$ cat src/hw/rtl/rpp_pkg.sv
package rpp_pkg;

  localparam int CW     = 32;
  localparam int FB     = 16;
  localparam int PW     = 2 * CW;
  localparam int DOTW   = PW + 2;
  localparam int NUMW   = DOTW + 1;
  localparam int NMAGW  = NUMW - 1;
  localparam int DMAGW  = DOTW - 1;
  localparam int NCHUNK = 3;
  localparam int CHUNK  = NMAGW / NCHUNK;
  localparam int PPW    = CW + CHUNK;
  localparam int DW     = CW + NMAGW;
  localparam int QB     = CW + 2;
  localparam int QW     = QB + 1;
  localparam int SW     = QW + 2;
  localparam int CMPW   = DMAGW + QB;
  localparam int DIV_LAT = QB + 2;
  localparam int IDXW   = 3;
  localparam int QDEPTH = 4;
  localparam int QPTRW  = 2;

  localparam logic [CW-1:0] SMAX     = {1'b0, {(CW-1){1'b1}}};
  localparam logic [CW-1:0] SMIN     = {1'b1, {(CW-1){1'b0}}};
  localparam logic [CW-1:0] NZ_RESET = CW'(1) << FB;

  typedef enum logic [IDXW-1:0] {
    REG_CENTER_X = 3'd0,
    REG_CENTER_Y = 3'd1,
    REG_CENTER_Z = 3'd2,
    REG_NORMAL_X = 3'd3,
    REG_NORMAL_Y = 3'd4,
    REG_NORMAL_Z = 3'd5
  } reg_idx_e;

  typedef struct packed {
    logic [2:0][CW-1:0] c;
    logic [2:0][CW-1:0] n;
  } plane_t;

  typedef struct packed {
    logic               mode;
    logic               hit;
    logic [2:0][CW-1:0] o;
    logic [2:0][CW-1:0] m;
    logic [NUMW-1:0]    num;
    logic [DOTW-1:0]    den;
  } mid_t;

endpackage

$ cat src/hw/rtl/rpp_queue.sv
module rpp_queue (
  input  logic          clk_i,
  input  logic          rst_ni,
  input  logic          push_i,
  output logic          full_o,
  input  rpp_pkg::mid_t data_i,
  input  logic          pop_i,
  output logic          empty_o,
  output rpp_pkg::mid_t data_o
);
  import rpp_pkg::*;

  mid_t             mem_q [QDEPTH];
  logic [QPTRW-1:0] wr_q, rd_q;
  logic [QPTRW:0]   cnt_q;
  logic             do_push, do_pop;

  assign full_o  = cnt_q == (QPTRW+1)'(QDEPTH);
  assign empty_o = cnt_q == '0;
  assign do_push = push_i && !full_o;
  assign do_pop  = pop_i && !empty_o;
  assign data_o  = mem_q[rd_q];

  always_ff @(posedge clk_i or negedge rst_ni) begin
    if (!rst_ni) begin
      wr_q  <= '0;
      rd_q  <= '0;
      cnt_q <= '0;
    end else begin
      if (do_push) wr_q <= wr_q + 1'b1;
      if (do_pop) rd_q <= rd_q + 1'b1;
      cnt_q <= cnt_q + (QPTRW+1)'(do_push) - (QPTRW+1)'(do_pop);
    end
  end

  always_ff @(posedge clk_i) begin
    if (do_push) mem_q[wr_q] <= data_i;
  end

endmodule

$ cat config.mk
export PLATFORM = sky130hd
export DESIGN_NAME = rpp_queue
export DESIGN_NICKNAME = d
export VERILOG_FILES = /design/src/hw/rtl/rpp_pkg.sv /design/src/hw/rtl/rpp_queue.sv
export SDC_FILE = /design/constraint.sdc
export NUM_CORES = 1
export LEC_CHECK = 0
export BUFFER_PORTS_ARGS = -buffer_cell sky130_fd_sc_hd__buf_2
export CAP_MARGIN = 20
export CORE_ASPECT_RATIO = 0.75
export CORE_MARGIN = 2
export CORE_UTILIZATION = 59
export CTS_BUF_LIST = sky130_fd_sc_hd__clkbuf_2
export DETAILED_ROUTE_END_ITERATION = 7
export PLACE_DENSITY_LB_ADDON = 0.08
export SYNTH_ARGS = -nofsm -noshare
export SYNTH_HDL_FRONTEND = slang
export SYNTH_SLANG_ARGS = --single-unit
$ cat constraint.sdc
create_clock -name clk_i -period 10.6 [get_ports clk_i]
set_clock_uncertainty 0.15 [all_clocks]
set_input_delay 1.06 -clock clk_i [delete_from_list [all_inputs] [get_ports clk_i]]
set_output_delay 1.06 -clock clk_i [all_outputs]
set_load 0.005 [all_outputs]
Yosys cells after proc, flatten, opt, wreduce, memory -nomap -nowiden. Memories as Yosys holds them, arrays and structs flattened. Index checks and enable logic that the tools add are counted.

Add/subtract/negate cells: 4. Equal/unequal tests: 1. Multiplexer cells: 2. Reductions and logical operators: 5.

Operators with widths (number): $add A2 B1 Y2 const B (2); $add A3 B1 Y3 (1); $eq A3 B3 Y1 const B (1); $logic_not A3 Y1 (1); $sub A3 B1 Y3 (1); $logic_and A1 B1 Y1 (2); $logic_not A1 Y1 (2); $mux W1 (2).

Flip-flop bits (word level): 7. Memory bits (writable): 1308. Bits of input ports: 331. Output and inout bits: 329. Word-level logic and storage cells: 16. Memories: 1.

Memories: mem_q (depth 4, bits a word 327, rd ports 1, clocked after Yosys merged registers in 0, write ports 1, line rpp_queue.sv:13) `mid_t mem_q [QDEPTH];`.

Depth between registers and ports, before layout. Gate-level depths: netlist (run 1).

Depth after elaboration: 5. Mapped depth: 8. Depth with buffers taken out: 8.

Worst setup path after synthesis (run 1). No wires, ideal clock.

Path type: input -> register. Start: input push_i. End: memory mem_q[0][0] in the netlist's numbering, enable pin. Library setup time: 0.734 ns. Arrival time: 8.535 ns. Required time: 9.716 ns. Setup slack: 1.181 ns. Cell stages on the path: 1. Path buffers: 0. Cell sequence: and3b_1.

Cells in the longest elaborated chain, start to end: 3.

RTL lines: start, declared (line rpp_queue.sv:4) `input logic push_i,`; $logic_and A1 B1 Y1 (line rpp_queue.sv:20) `assign do_push = push_i && !full_o;`; $mux W1 (line rpp_queue.sv:37) `if (do_push) mem_q[wr_q] <= data_i;`; $mux W1 (not written as such) (line rpp_queue.sv:37); end, declared (line rpp_queue.sv:13).

No other way between the ends.

==> results of run 1 <==
-- area by class of cell --
class	count	area (um^2)
antenna	14	35.0
clock buffer	455	2280
clock inverter	52	279
fill	4879	22400
inverter	6	22.5
multi-input combinational	355	7640
sequential	1315	39500
tap	1058	1320
timing repair buffer	1037	7050
-- synthesized netlist by cell type (all sizes together) --
cell type,n,area [um^2]
o31ai,1,7.51
o311ai,1,8.76
nand4bb,2,22.5
buf,70,867
dfrtp,7,175
and3b,4,35.0
nand2,1,3.75
mux4,327,7360
nor3,1,5.00
clkbuf,3,11.3
o211ai,2,15.0
fa,1,20.0
inv,6,22.5
nor3b,1,12.5
xnor2,4,35.0
nand2b,4,25.0
ha,6,75.1
edfxtp,1308,39300
-- state kept, by name, indices dropped and copies added, names as in the netlist --
name   count
wr_q       2
rd_q       2
mem_q   1308
cnt_q      3
-- cells in the final DEF (no fill, tap or decap), drive strengths merged, types with 2 or more instances in the layout --
cell type	Yosys	routed
and3b	4	4
buf	70	685
bufinv	0	3
clkbuf	3	455
clkinv	0	39
dfrtp	7	7
diode	0	14
dlygate4sd3	0	352
edfxtp	1308	1308
ha	6	6
inv	6	15
mux4	327	327
nand2b	4	4
nand4bb	2	2
o211ai	2	2
xnor2	4	4
-- timing repair --
item / in CTS / in global routing
endpoints found under the hold margin: 1320 / 0
setup buffers: 0 / 0
hold buffers: 352 / 0
-- metal layers --
layer,global-route usage,part of all wire,vias to the layer above
met5,0,0.00068,-
met2,0.401,0.52,904
met4,0.0939,0.025,10
li1,-,-,10377
met1,0.311,0.38,12103
met3,0.0778,0.079,178
-- path summary, 6_finish.rpt --
path	slack (ns)	endpoint	cells after the start
max	4.61	data_o[269]	4
min	0.21	mem_q[0][47]	2
max reg2reg	6.69	mem_q[2][213]	4
min in group asynchronous	0.60	wr_q[0]	3
max in group asynchronous	9.39	rd_q[0]	3
min reg2reg	0.49	wr_q[1]	2
-- metrics by stage --
| stage | utilization | cell area (um^2) | cells | total power [mW] | setup slack (ns) |
|---|---|---|---|---|---|
| after global routing | 0.722 | 58100 | 4290 | 15.3 | 4.03 |
| after CTS | 0.721 | 58100 | 4278 | 14.7 | 4.17 |
| after global placement | 0.646 | 52000 | 3419 | 11.5 | 5.74 |
| after floorplan | - | 48000 | 1749 | 10.3 | 1.18 |
| after detailed placement | 0.646 | 52000 | 3419 | 11.6 | 5.74 |
| final | 0.722 | 58100 | 4292 | 14.5 | 4.61 |
-- power breakdown --
group	leakage [nW]	switching (mW)	internal [mW]
Combinational	6.42	2.32	2.06
Clock	2.03	1.84	1.20
Sequential	12.1	0.270	6.84
-- cells by family after synthesis --
group	count (synthesis)
adder cells (fa/ha/maj)	7
buffers and inverters	79
AND/OR/NAND/NOR	13
XOR/XNOR	4
flip-flops	1315
multiplexers	327
AO/OA/AOI/OAI	4
-- critical path, stage by stage, from the launching register on --
cell and delay, ns:
dfrtp_4 0.90, buf_4 0.80, buf_4 0.90, mux4_2 0.63, buf_2 0.15
==> reports/metrics.cfg, run 1 <==
[worst_setup_path]
startpoint_type=flip-flop
crit_start=rd_q[0]
r2r_start=cnt_q[2]
critical_path.max_fanout=50
cp.arrival_ns=4.78
crit_path_end_kind=primary output
worstSetupPathType=flip-flop to primary output
cp_data_required_time_ns=9.39

[timing]
relSlewSlack=0.254
min_period_over_period=0.565
fin_crit_ns=5.99
slew_violations=0
finalSetupTns_ns=0
worstMarginPinSlew_ns=1.12
max_freq_ghz=0.167
final-hold-violation-count=0
timing.hold.ws_ns=0.206
rsz0062_at_grt=false
finalSetupViolations=0

[outcome]
status=completed

[yosys]
synth_cells=1749
syn_area_um2=48000
synth_mux_area_frac=0.153
synth_cell_types=21
synth_top_family_by_area=multiplexers
yosysSeqAreaShare=0.822
syn_nets=2087
synth_compound_area_frac=0.000652
synth_area_per_cell_um2=27.4
yosys.area_share.simple=0.00216
synth_xor_area_frac=0.000730
synthAdderAreaFrac=0.00198
synth-seq-cells=1315
yosysWarnings=0

[floorplan]
row_count=90
die_w_um=333
core_area_um2=80500
start_util=0.596
die_height_um=251
io_pins=660
die_area_um2=83700

[power]
leakage_nw=20.5
ir_worst_vdd_v=0.000175
power_density_nw_per_um2=250

[placement]
place_congestion=0.790
port_buffers=659
dp_hpwl_mm=58.9

[routing]
postRouteAntennaNets=0
drtIter0Drc=1761
dr.pass1.iters=5
wl_per_cell_um=23.6
drcViolationCount=0
num_vias=23572
vias_per_cell=5.49
routed_wl_mm=101

[layout]
area_growth_pct=21.1
nets=3366
drive_gt1_frac=0.462

[flow_run]
cap_viol_max_count=0

[worst_hold_path]
hp-start=data_i[47]
min_path_type=input port to flip-flop

[clocking]
clock-sinks=1315
htreeDepth=5
clk_latency_ns=1.33
cts_buffers=313
path_clk_slew_ns=0.11
tritoncts=yes
root_buffer=clkbuf_2
post_cts_resized=0
clk_path_buf_depth=4

[global_routing]
grt_start_max_net_pins=169
grt_usage=0.245
grt_pass1_wl_mm=151
grt_overflow=0
antenna_found_initial=16
grt_pass1_vias=25422

Note: power is estimated with default switching activity, not from simulation.
==> run 2, diff against run 1 <==
clock period = 6.08 ns   (was 10.6 ns; I/O delays follow)
==> run 2 against run 1 <==
Compared with the run above:
- cell count up 6.7%
- clock power is 74% higher
- power grew 76%
- critical endpoint is now data_o[204]
- largest power group unchanged
- register-to-register slack lost 3.6 ns
- clock-buffer cell count decreased by 11
- combinational power increased by 79%
- via count grew 5.2%
==> reports/metrics.cfg, run 2 (synthesis gave the netlist of run 1 again) <==
[outcome]
status=completed

[layout]
n_fill_cell=4510
nets=3672
largest_reg_flops=1308
layout_commonest_cell=edfxtp_1
area_growth_pct=27.7
regMostFlops=mem_q
seq_area_um2=39500
drive_gt1_frac=0.419
multi_input_area_um2=7640
stdcell_count=4580
final_cell_mix=1308 x edfxtp_1, 661 x dlygate4sd3_1, 659 x buf_2
reg_top3=mem_q x1308, cnt_q x3
fin_util=0.761

[worst_setup_path]
crit_buf_inv=2
r2r_cells=3
crit_path_end_kind=primary output
cp_data_required_time_ns=5.32
cp.arrival_ns=3.83
cp_num_cells=3
crit_slowest_cell=dfrtp_4
worstSetupPathType=flip-flop to primary output
startpoint_type=flip-flop
crit_start=rd_q[1]
cp-endpoint=data_o[204]
path_cells=buf_12, mux4_2, buf_2
critical_path.max_fanout=149
r2r_start=cnt_q[2]
max_stage_delay_ns=0.94
cp_top_family=flip-flops
r2r_slack_ns=3.05
r2r-end=mem_q[0][196]

[placement]
dp_hpwl_mm=58.0
place_congestion=0.774
dp_slack_ns=2.86
port_buffers=659
place_inst=3414

[floorplan]
io_pins=660
die_w_um=333
core_area_um2=80500
die_height_um=251
start_util=0.596
die_area_um2=83700
row_count=90

[global_routing]
grt_usage=0.255
grt_pass1_vias=27084
grt_pass1_wl_mm=158
grt_overflow=0
grt_start_max_net_pins=155
antenna_found_initial=19

[power]
p_int_mw=17.8
combPwrFrac=0.307
switching_power_mw=7.78
leakage_nw=21.8
ir_worst_vdd_v=0.000326
p_total_mw=25.6
seqPwrFrac=0.486
p_sw_frac=0.304
clockPowerShare=0.207
power_density_nw_per_um2=417

[routing]
dr.pass1.iters=5
drcViolationCount=0
postRouteAntennaNets=0
vias_per_cell=5.42
num_vias=24807
drtIter0Drc=1833
routed_wl_mm=105
wl_per_cell_um=22.8

[clocking]
tritoncts=yes
path_clk_slew_ns=0.11
clock-sinks=1315
htreeDepth=5
holdBufCountCts=661
root_buffer=clkbuf_2
clk_latency_ns=1.36
clk_path_buf_depth=4
post-cts-setup-buffers=0
cts_buffers=315
post_cts_resized=0

[timing]
max_freq_ghz=0.218
finalSetupViolations=0
min_period_over_period=0.754
layout_setup_ws_ns=1.49
slew_violations=0
fin_crit_ns=4.59
rsz0062_at_grt=false
worstMarginPinSlew_ns=1.18
final-hold-violation-count=0
finalSetupTns_ns=0
relSlewSlack=0.213

[worst_hold_path]
min_path_type=input port to flip-flop

[flow_run]
cap_viol_max_count=0

## run 2: cell types whose count changed in the layout (fill, tap and decap cells not counted), moves of 2 or more
cell / change
buf_4: -17
clkbuf_2: -11
clkinv_1: -2
buf_12: +12
dlygate4sd3_1: +309
inv_2: -4
## run 2: per-layer routing
layer,GRT usage,share of wire,wire (um),up-vias
met3,0.0761,0.071,7400,217
met5,0,0.00099,103,-
li1,-,-,-,10977
met4,0.117,0.036,3730,16
met1,0.310,0.37,38700,12667
met2,0.426,0.52,54700,930
## run 2: worst min path at each step
stage	from	to	slack, ns	cells after the start
finish	push_i	mem_q[2][116]	0.28	3
global route	push_i	mem_q[2][116]	0.10	3
CTS	push_i	mem_q[2][116]	0.006	3
detailed placement	rst_ni	rd_q[1]	0.31	1
global placement	rst_ni	rd_q[1]	0.32	1
floorplan	rst_ni	cnt_q[0]	0.16	0
## run 2: power groups by stage
stage / Sequential [mW] / Clock [mW] / Combinational (mW)
2_1_floorplan: 12.6 / 0 / 4.97
3_3_place_gp: 12.5 / 0 / 7.60
3_5_place_dp: 12.6 / 0 / 7.61
4_1_cts: 12.4 / 5.43 / 7.98
5_1_grt: 12.6 / 5.92 / 8.36
6_report: 12.4 / 5.29 / 7.86
## run 2: worst min-delay path: stages
cell and delay [ns]:
dlygate4sd3_1 0.56, buf_2 0.17, and3b_4 0.23
## run 2: area by class of cell
type                            count  share of cell area
Tap cell                         1058              0.0216
Antenna cell                       14            0.000572
Sequential cell                  1315               0.644
Inverter                            6            0.000368
Clock inverter                     47             0.00470
Multi-Input combinational cell    355               0.125
Clock buffer                      444              0.0363
Timing Repair Buffer             1341               0.167
## run 2: metrics by stage
stage	hold slack (ns)	cell area, um^2
CTS	0.00576	61200
detailed placement	0.313	52100
global route	0.103	61200
floorplan	0.162	48000
finish	0.280	61300
global placement	0.321	52100
